## config.mk

```make
export PLATFORM = sky130hd
export DESIGN_NAME = rbf_out_queue
export DESIGN_NICKNAME = d
export VERILOG_FILES = /design/src/hdl/rbf_pkg.sv /design/src/hdl/rbf_out_queue.sv
export SDC_FILE = /design/constraint.sdc
export NUM_CORES = 1
export LEC_CHECK = 0
export ABC_CLOCK_PERIOD_IN_PS = 2400
export BUFFER_PORTS_ARGS = -buffer_cell sky130_fd_sc_hd__buf_2
export CAP_MARGIN = 20
export CORE_ASPECT_RATIO = 0.5
export CORE_MARGIN = 4
export CORE_UTILIZATION = 56
export CTS_CLUSTER_DIAMETER = 60
export DETAILED_ROUTE_END_ITERATION = 10
export GPL_TIMING_DRIVEN = 1
export PLACE_DENSITY = 0.88
export SYNTH_ARGS = -nofsm -noshare
export SYNTH_HDL_FRONTEND = slang
export SYNTH_SLANG_ARGS = --single-unit
```

## constraint.sdc

```tcl
create_clock -name clk -period 2.4 [get_ports clk]
set_input_delay 0.48 -clock clk [delete_from_list [all_inputs] [get_ports clk]]
set_output_delay 0.48 -clock clk [all_outputs]
set_load 0.03 [all_outputs]
```

## src/hdl/rbf_pkg.sv

```systemverilog
// Shared types and constants of the RGB 3x3 box filter.
package rbf_pkg;

  localparam int DefaultMaxWidth = 256;
  localparam int OutQueueDepth = 4;

  // floor(s / 9) == (s * Div9Mul) >> Div9Shift for every nine-sample sum (s <= 2295)
  localparam logic [11:0] Div9Mul = 12'd3641;
  localparam int Div9Shift = 15;

  typedef enum logic [0:0] {
    CFG_IMAGE_WIDTH  = 1'b0,
    CFG_IMAGE_HEIGHT = 1'b1
  } cfg_index_t;

  typedef struct packed {
    logic [7:0] red;
    logic [7:0] green;
    logic [7:0] blue;
    logic       frame_end;
  } result_t;

endpackage

```

## src/hdl/rbf_out_queue.sv

```systemverilog
// Output queue of the box filter: holds finished results until the receiver takes them.
module rbf_out_queue #(
  parameter int DEPTH = rbf_pkg::OutQueueDepth
) (
  input  logic                       clk,
  input  logic                       rst_n,
  input  logic                       push,
  input  rbf_pkg::result_t           push_data,
  output logic                       out_valid,
  input  logic                       out_stall,
  output rbf_pkg::result_t           out_data,
  output logic [$clog2(DEPTH+1)-1:0] count
);

  localparam int PW = (DEPTH > 1) ? $clog2(DEPTH) : 1;
  localparam int CW = $clog2(DEPTH+1);
  localparam logic [PW-1:0] LastSlot = PW'(DEPTH - 1);

  rbf_pkg::result_t entry_r [DEPTH];
  logic [PW-1:0] wr_ptr_r, rd_ptr_r;
  logic [CW-1:0] count_r, count_nxt;
  logic          pop;

  assign out_valid = (count_r != '0);
  assign out_data  = entry_r[rd_ptr_r];
  assign count     = count_r;
  assign pop       = out_valid && !out_stall;

  always_comb begin
    unique case ({push, pop})
      2'b10: begin
        count_nxt = count_r + CW'(1);
      end
      2'b01: begin
        count_nxt = count_r - CW'(1);
      end
      default: begin
        count_nxt = count_r;
      end
    endcase
  end

  always_ff @(posedge clk) begin
    if (!rst_n) begin
      wr_ptr_r <= '0;
      rd_ptr_r <= '0;
      count_r  <= '0;
    end else begin
      count_r <= count_nxt;
      if (push) begin
        wr_ptr_r <= (wr_ptr_r == LastSlot) ? '0 : wr_ptr_r + PW'(1);
      end
      if (pop) begin
        rd_ptr_r <= (rd_ptr_r == LastSlot) ? '0 : rd_ptr_r + PW'(1);
      end
    end
  end

  always_ff @(posedge clk) begin
    if (push) begin
      entry_r[wr_ptr_r] <= push_data;
    end
  end

endmodule

```

==> flow_metrics.tcl, run 1 <==
set metrics [dict create \
    power.leakage_nw 1.70 \
    hold_end "entry_r[0][21]$_DFFE_PP_" \
    synthArstFlopShare 0 \
    yosysMostFrequentCell "edfxtp_1" \
    path_class "flop to primary output" \
    rrSetupSlack_ns 0.29 \
    synth_compound_area_frac 0.00545 \
    cts_root_buf "clkbuf_16" \
    yosys_warnings 0 \
    gp_congestion 0.795 \
    die_h_um 68.7 \
    holdPathStages 1 \
    hold_start "push_data[21]" \
    yosysUniqueCellTypes 25 \
    syn_inst 180 \
    crit_chain "buf_4 -> mux4_2 -> buf_2" \
    cap_violations 0 \
    grt-ovfl-total 0 \
    finalPower_w 0.00514 \
    nNetsFinal 285 \
    slew_viol_final 0 \
    netlist_area_um2 4130 \
    cp_max_fo 8 \
    rsz0062_at_grt "false" \
    clock_path_buffers 2 \
    drt_first_iter_violations 181 \
    cts_buffers 9 \
    drc 0 \
    layout-drive-gt1-share 0.394 \
    clkTransAtPathRegs_ns 0.06 \
    slowest_stage "mux4_2" \
    fmax_mhz 447 \
    start_util 0.598 \
    synth.area.mux_share 0.148 \
    ctsHtreeMaxLevel 3 \
    die_area_um2 8900 \
    grt_max_degree 26 \
    synth_flop_cell "edfxtp_1" \
    portBuffers 57 \
    synth_common_cells "edfxtp_1, mux4_2, dfxtp_1" \
    reg2reg_from "count[0]$_SDFFE_PN0P_" \
    routed_wl_um 7440 \
    synth_top_area_frac 0.727 \
    synth_xor_xnor_area_share 0.00424 \
    design.core.area_um2 6910 \
    ant_nets 0 \
    finalClockSkew_ns 0.00394 \
    worstSetupStartpointType "flop" \
    antenna-diode-count 0 \
    synth_edf_count 100 \
    area_growth_syn_to_layout_pct 17.8 \
    final-setup-viol-count 0 \
    syn_nets 216 \
    required_ns 1.92 \
    relSlewSlack 0.743 \
    tightest_slew_ns 0.386 \
    post-cts-setup-buffers 0 \
    dp_hpwl_um 4430 \
    ios 58 \
    post-place-ws_ns 0.284 \
    final_hold_viol_count 0 \
    grt_pass1_wl_um 11600 \
    antenna_found_initial 0 \
    yosysSeqAreaShare 0.771 \
    worst-path-buf-inv 2 \
    hold_slack_ns 0.350 \
    synth_top_family_by_area "multiplexers" \
    synth-simple-area-share 0.0270 \
    r2r_cells 8 \
    grt_pass1_vias 2081 \
    arrival_ns 1.76 \
    crit_path_max_incr_delay_ns 0.55 \
    synthAdderAreaFrac 0.0230 \
    crit_family "multiplexers" \
    cts_tree "done" \
    r2r_end "count[2]$_SDFFE_PN0P_" \
    cp-end-kind "primary output" \
    row_count 21 \
    syn_area_per_cell_um2 22.9 \
    synth_top_area_cell "edfxtp_1" \
    fin_setup_tns_ns 0 \
    vias 1942 \
    wl_per_cell_um 21.5 \
    min_period_ns 2.24 \
    die_w_um 129 \
    viasPerCell 5.61 \
    track_usage 0.186 \
    yosys-top-cells-area "edfxtp_1, mux4_2, dfxtp_1" \
    fin_crit_sh 0.933 \
    cts.sinks 109 \
    powerDensity_nw_per_um2 1060 \
    peakVddDrop_mv 0.412 \
    hp-class "input pin to flop" \
    fin_ws_ns 0.161 \
    worst_skew_pair.late_latency_ns 0.34 \
    drtPass1Iterations 4 \
    ys_ff_latch 109 \
    status "complete, no violations" \
]
## sequential cells by signal, summed over array words and instances, names as in the netlist, named ones only
register and count:
count 3, entry_r 100, rd_ptr_r 2, wr_ptr_r 2
## worst reg2reg max path: stages, from the launching register on
cell,delay [ns]
dfxtp_1,0.40
or3_4,0.16
nor2b_4,0.20
ha_1,0.21
inv_1,0.06
fa_1,0.38
xor2_1,0.16
or3_1,0.30
a21boi_0,0.16
## layer usage
layer / global-route usage / wire [µm] / share of wire / vias up
li1: - / - / - / 868
met1: 0.215 / 2770 / 0.37 / 990
met2: 0.331 / 3980 / 0.53 / 70
met3: 0.0577 / 500 / 0.067 / 14
met4: 0.0803 / 189 / 0.025 / 0
met5: 0 / 0 / 0 / -
## worst max-delay path by stage
stage	to	cells after the start
floorplan	count[2]$_SDFFE_PN0P_	8
global placement	count[2]$_SDFFE_PN0P_	8
detailed placement	count[2]$_SDFFE_PN0P_	8
CTS	out_data[2]	3
global route	out_data[2]	3
finish	out_data[2]	3
## power breakdown
group | leakage, nW | switching, W | total, W | internal, W
Clock | 0.161 | 0.000594 | 0.00161 | 0.00101
Sequential | 0.993 | 0.0000800 | 0.00227 | 0.00219
Combinational | 0.548 | 0.000743 | 0.00126 | 0.000514
Total | 1.70 | 0.00142 | 0.00514 | 0.00372
## cell families (layout without fill, tap and decap cells)
group / after synthesis / in the layout
buf+inv: 12 / 86
simple gates: 18 / 18
flops: 109 / 109
fa+ha+maj: 7 / 7
mux: 28 / 28
xor+xnor: 2 / 2
compound gates: 4 / 4
## area by class of cell
type / count / area, µm²
flip-flops and latches: 109 / 3190
fillers: 396 / 2050
multi-input cells: 59 / 858
repair buffers: 64 / 350
clock buffers: 11 / 233
well taps: 92 / 115
clock inverters: 5 / 98.8
inverters: 6 / 22.5
## layout by cell type, fill, tap and decap left out, drive strengths merged
master  count
edfxtp    100
buf        64
mux4       25
clkbuf     11
dfxtp       9
inv         6
and2        6
ha          6
nand2       5
mux2i       3
bufinv      3
nor2b       3
o21ai       2
or3         2
clkinv      2
xnor2       1
nor3b       1
a21oi       1
nor2        1
xor2        1
a21boi      1
fa          1
## stage by stage
stage | util | instances | instance area [µm²]
2_1_floorplan | - | 180 | 4130
3_3_place_gp | 0.656 | 330 | 4530
3_5_place_dp | 0.656 | 330 | 4530
4_1_cts | 0.704 | 346 | 4860
5_1_grt | 0.704 | 346 | 4860
6_report | 0.704 | 346 | 4860
## what timing repair did
| action | 4_1_cts | 5_1_grt |
|---|---|---|
| hold endpoints to repair | 0 | 0 |
| setup endpoints to repair | 0 | 1 |
| gates resized for setup | 0 | 1 |
| hold buffers | 0 | 0 |
No activity file was read; power rests on OpenSTA's default activity.
==> inputs of run 2 (changes only) <==
--- a/config.mk
+++ b/config.mk
@@ -9,7 +9,7 @@
 export BUFFER_PORTS_ARGS = -buffer_cell sky130_fd_sc_hd__buf_2
 export CAP_MARGIN = 20
 export CORE_ASPECT_RATIO = 0.5
-export CORE_MARGIN = 4
+export CORE_MARGIN = 5
 export CORE_UTILIZATION = 56
 export CTS_CLUSTER_DIAMETER = 60
 export DETAILED_ROUTE_END_ITERATION = 10
==> flow_metrics.tcl, run 2 (synthesized netlist as in run 1, its figures left out) <==
set metrics [dict create \
    p_int_w 0.00340 \
    ant_nets 0 \
    slew_viol_final 0 \
    power.leakage_nw 1.67 \
    layout_commonest_cell "edfxtp_1" \
    vias 1923 \
    row_count 22 \
    hp-class "input pin to flop" \
    hold_buffers 0 \
    start_util 0.571 \
    layout_common_cells "edfxtp_1, buf_2, mux4_2" \
    die_area_um2 9300 \
    switchingPower_w 0.00143 \
    relSlewSlack 0.746 \
    fin_crit_sh 0.938 \
    top_usage_layer "met2" \
    ctsHtreeMaxLevel 3 \
    min_period_ns 2.25 \
    viasPerCell 5.49 \
    rsz0062_at_grt "false" \
    cts_buffers 9 \
    dp_cells 334 \
    fin_setup_tns_ns 0 \
    powerDensity_nw_per_um2 1000 \
    clock_path_buffers 2 \
    grt_pass1_wl_um 11400 \
    wl_per_cell_um 20.9 \
    fmax_mhz 444 \
    reg2reg_from "count[0]$_SDFFE_PN0P_" \
    seq_power_share 0.471 \
    cts_tree "done" \
    final_hold_viol_count 0 \
    worstSetupStartpointType "flop" \
    grt_max_degree 26 \
    cap_violations 0 \
    fin_ws_ns 0.149 \
    drt_first_iter_violations 152 \
    crit_family "multiplexers" \
    final-setup-viol-count 0 \
    routed_wl_um 7300 \
    portBuffers 57 \
    cts_root_buf "clkbuf_16" \
    ios 58 \
    drtPass1Iterations 5 \
    path_class "flop to primary output" \
    swShare 0.296 \
    die_h_um 70.7 \
    design.core.area_um2 7240 \
    status "complete, no violations" \
    largest_reg_flops 100 \
    peakVddDrop_mv 0.486 \
    die_w_um 131 \
    use_met1 0.198 \
    worst_skew_pair.late_latency_ns 0.35 \
    area_growth_syn_to_layout_pct 16.4 \
    nNetsFinal 285 \
    grt_pass1_vias 2108 \
    worst-path-buf-inv 2 \
    arrival_ns 1.77 \
    gp_congestion 0.741 \
    layout-drive-gt1-share 0.398 \
    clkTransAtPathRegs_ns 0.07 \
    crit_path_max_incr_delay_ns 0.57 \
    cp_max_fo 11 \
    slowest_stage "mux4_1" \
    cp-end-kind "primary output" \
    antenna_found_initial 1 \
    fillers 454 \
    antenna-diode-count 0 \
    instances_no_fill 350 \
    tightest_slew_ns 0.380 \
    track_usage 0.168 \
    top_register "entry_r" \
    post-place-ws_ns 0.359 \
    cts.sinks 109 \
    use_met2 0.292 \
    drc 0 \
    crit_chain "buf_12 -> mux4_1 -> buf_2" \
    power.share.clock 0.274 \
    grt-ovfl-total 0 \
    required_ns 1.92 \
    finalClockSkew_ns 0.00511 \
    p_comb_frac 0.255 \
    hold_start "push_data[19]" \
    post-cts-setup-buffers 0 \
    use_met3 0.0639 \
]
==> run 2: final timing paths <==
kind | to | slack (ns) | depth (start not counted)
worst max-delay path | out_data[21] | 0.15 | 3
worst max register to register | count[2]$_SDFFE_PN0P_ | 0.37 | 8
worst min register to register | count[2]$_SDFFE_PN0P_ | 0.52 | 2
worst min-delay path | entry_r[1][19]$_DFFE_PP_ | 0.34 | 1
==> run 2: per-stage QoR <==
step | utilization | total power [W] | instance area, µm² | hold slack, ns
after floorplan | - | 0.00326 | 4130 | 0.461
after global placement | 0.627 | 0.00351 | 4540 | 0.477
after detailed placement | 0.627 | 0.00355 | 4540 | 0.502
after CTS | 0.663 | 0.00487 | 4800 | 0.334
after global routing | 0.664 | 0.00504 | 4810 | 0.339
final | 0.664 | 0.00483 | 4810 | 0.341
==> run 2: layout make-up <==
type,instances,area (µm²),area share
inverter,6,22.5,0.00469
sequential,109,3190,0.663
multi-input combinational,59,858,0.179
tap,96,120,0.0250
clock buffer,9,225,0.0469
timing repair buffer,64,350,0.0729
clock inverter,7,42.5,0.00885
==> run 2: timing repair <==
action	in CTS	in global routing
gates resized for setup	0	1
setup endpoints to repair	0	11
hold endpoints to repair	0	0
==> run 2: worst reg2reg max path, stage by stage, from the launching register on <==
cell	delay, ns
dfxtp_1	0.40
or3_4	0.15
nor2b_4	0.17
ha_1	0.21
inv_1	0.06
fa_1	0.37
xor2_1	0.15
or3_1	0.30
a21boi_0	0.15
==> run 2: power groups by stage <==
stage / clock (W) / combinational [W] / sequential, W
floorplan: 0 / 0.000955 / 0.00230
global placement: 0 / 0.00120 / 0.00230
detailed placement: 0 / 0.00124 / 0.00232
CTS: 0.00134 / 0.00125 / 0.00227
global route: 0.00144 / 0.00131 / 0.00229
finish: 0.00132 / 0.00123 / 0.00227
==> run 2: per-layer routing <==
layer	part of all wire	wire length, µm
met1	0.40	2950
met2	0.52	3830
met3	0.059	428
met4	0.011	77
met5	0.0015	11
==> inputs of run 3 (changes only) <==
--- a/config.mk
+++ b/config.mk
@@ -15,6 +15,7 @@
 export DETAILED_ROUTE_END_ITERATION = 10
 export GPL_TIMING_DRIVEN = 1
 export PLACE_DENSITY = 0.88
+export SETUP_SLACK_MARGIN = 0.05
 export SYNTH_ARGS = -nofsm -noshare
 export SYNTH_HDL_FRONTEND = slang
 export SYNTH_SLANG_ARGS = --single-unit
==> constraint.sdc (replaced) <==
create_clock -name clk -period 2.4 [get_ports clk]
set_input_delay 0.48 -clock clk [delete_from_list [all_inputs] [get_ports clk]]
set_output_delay 0.48 -clock clk [all_outputs]
set_load 0.02 [all_outputs]
==> flow_metrics.tcl, run 3 (synthesized netlist as in run 1, its figures left out) <==
set metrics [dict create \
    r2r_cells 8 \
    row_count 22 \
    viasPerCell 5.58 \
    finalClockSkew_ns 0.00294 \
    status "complete, no violations" \
    grt-ovfl-total 0 \
    top_usage_layer "met2" \
    dp_hpwl_um 4400 \
    min_period_ns 2.19 \
    fin_crit_sh 0.914 \
    start_util 0.571 \
    cts_tree "done" \
    tightest_slew_ns 0.390 \
    power.leakage_nw 1.71 \
    dp_cells 334 \
    p_int_w 0.00359 \
    power.share.clock 0.295 \
    reg2reg_from "count[0]$_SDFFE_PN0P_" \
    cp_max_fo 11 \
    cts.sinks 109 \
    worstSetupStartpointType "flop" \
    seq_power_share 0.464 \
    layout-drive-gt1-share 0.412 \
    portBuffers 57 \
    slowest_stage "mux4_1" \
    drt_first_iter_violations 204 \
    ant_nets 0 \
    gp_congestion 0.720 \
    antenna-diode-count 0 \
    rrSetupSlack_ns 0.32 \
    drtPass1Iterations 4 \
    ios 58 \
    layout_common_cells "edfxtp_1, buf_2, mux4_2" \
    required_ns 1.92 \
    placed_cell_area_um2 4540 \
    nNetsFinal 291 \
    r2r_end "count[2]$_SDFFE_PN0P_" \
    cap_violations 0 \
    fin_setup_tns_ns 0 \
    grt_max_degree 26 \
    clock_path_buffers 2 \
    hold_start "push_data[6]" \
    fmax_mhz 456 \
    cp-end-kind "primary output" \
    holdPathStages 1 \
    hold_buffers 0 \
    largest_reg_flops 100 \
    hold_end "entry_r[2][6]$_DFFE_PP_" \
    grt_pass1_vias 2093 \
    final-setup-viol-count 0 \
    use_met3 0.0639 \
    wl_per_cell_um 21.3 \
    area_growth_syn_to_layout_pct 18.1 \
    fin_util 0.674 \
    hp-class "input pin to flop" \
    cts_root_buf "clkbuf_16" \
    die_h_um 70.7 \
    slew_viol_final 0 \
    arrival_ns 1.71 \
    crit_chain "buf_12 -> mux4_1 -> buf_2" \
    worst-path-buf-inv 2 \
    rsz0062_at_grt "false" \
    crit_path_max_incr_delay_ns 0.59 \
    cts_buffers 9 \
    final_area_um2 4880 \
    peakVddDrop_mv 0.533 \
    top_register "entry_r" \
    use_met1 0.210 \
    relSlewSlack 0.740 \
    die_area_um2 9300 \
    die_w_um 131 \
    crit_family "multiplexers" \
    drc 0 \
    path_class "flop to primary output" \
    powerDensity_nw_per_um2 1000 \
    vias 1988 \
    p_comb_frac 0.241 \
    layout_commonest_cell "edfxtp_1" \
    track_usage 0.173 \
    clkTransAtPathRegs_ns 0.07 \
    switchingPower_w 0.00129 \
    instances_no_fill 356 \
    crit_cells 3 \
    routed_wl_um 7590 \
    use_met2 0.297 \
    fillers 434 \
    final_hold_viol_count 0 \
    swShare 0.265 \
    grt_pass1_wl_um 11900 \
    design.core.area_um2 7240 \
    antenna_found_initial 0 \
    worst_skew_pair.late_latency_ns 0.34 \
    ctsHtreeMaxLevel 3 \
]
-- run 3: changes by cell type in the layout (fill, tap and decap cells not counted), sizes merged --
cell | previous run | this run
clkinv | 6 | 1
bufinv | 0 | 1
clkbuf | 9 | 12
buf | 64 | 70
clkinvlp | 1 | 2
-- run 3: layout make-up --
cell class                 count  area (µm²)  area share
sequential                   109        3190       0.653
multi-input combinational     59         858       0.176
timing repair buffer          70         395      0.0810
clock buffer                  12         246      0.0505
tap                           96         120      0.0246
clock inverter                 4        50.0      0.0103
inverter                       6        22.5     0.00462
-- run 3: layer usage --
metal,vias to the layer above,share of wire
met5,-,0
met4,0,0.014
li1,881,-
met2,80,0.52
met3,12,0.088
met1,1015,0.38
-- run 3: power by group through the flow --
stage	sequential, W	combinational [W]	clock, W
floorplan	0.00229	0.000830	0
global placement	0.00230	0.00107	0
detailed placement	0.00232	0.00109	0
CTS	0.00228	0.00112	0.00146
global route	0.00227	0.00126	0.00156
finish	0.00226	0.00118	0.00144
-- run 3: worst max path at each step --
stage / slack (ns) / to / from
after floorplan: 0.29 / count[2]$_SDFFE_PN0P_ / count[0]$_SDFFE_PN0P_
after global placement: 0.39 / count[2]$_SDFFE_PN0P_ / out_stall
after detailed placement: 0.31 / count[2]$_SDFFE_PN0P_ / out_stall
after CTS: 0.1 / out_data[8] / flop
after global routing: 0.14 / out_data[8] / flop
final: 0.21 / out_data[8] / flop
-- run 3: repair_timing --
action | in CTS | in global routing
setup buffers | 0 | 6
resized for setup | 1 | 0
setup endpoints to repair | 9 | 1
gates cloned | 0 | 0
-- run 3: stage by stage --
stage | total power, W | hold slack (ns) | setup WS [ns]
final | 0.00488 | 0.352 | 0.207
after global routing | 0.00509 | 0.341 | 0.142
after CTS | 0.00485 | 0.338 | 0.0963
after detailed placement | 0.00341 | 0.512 | 0.309
after global placement | 0.00337 | 0.486 | 0.392
after floorplan | 0.00312 | 0.461 | 0.293
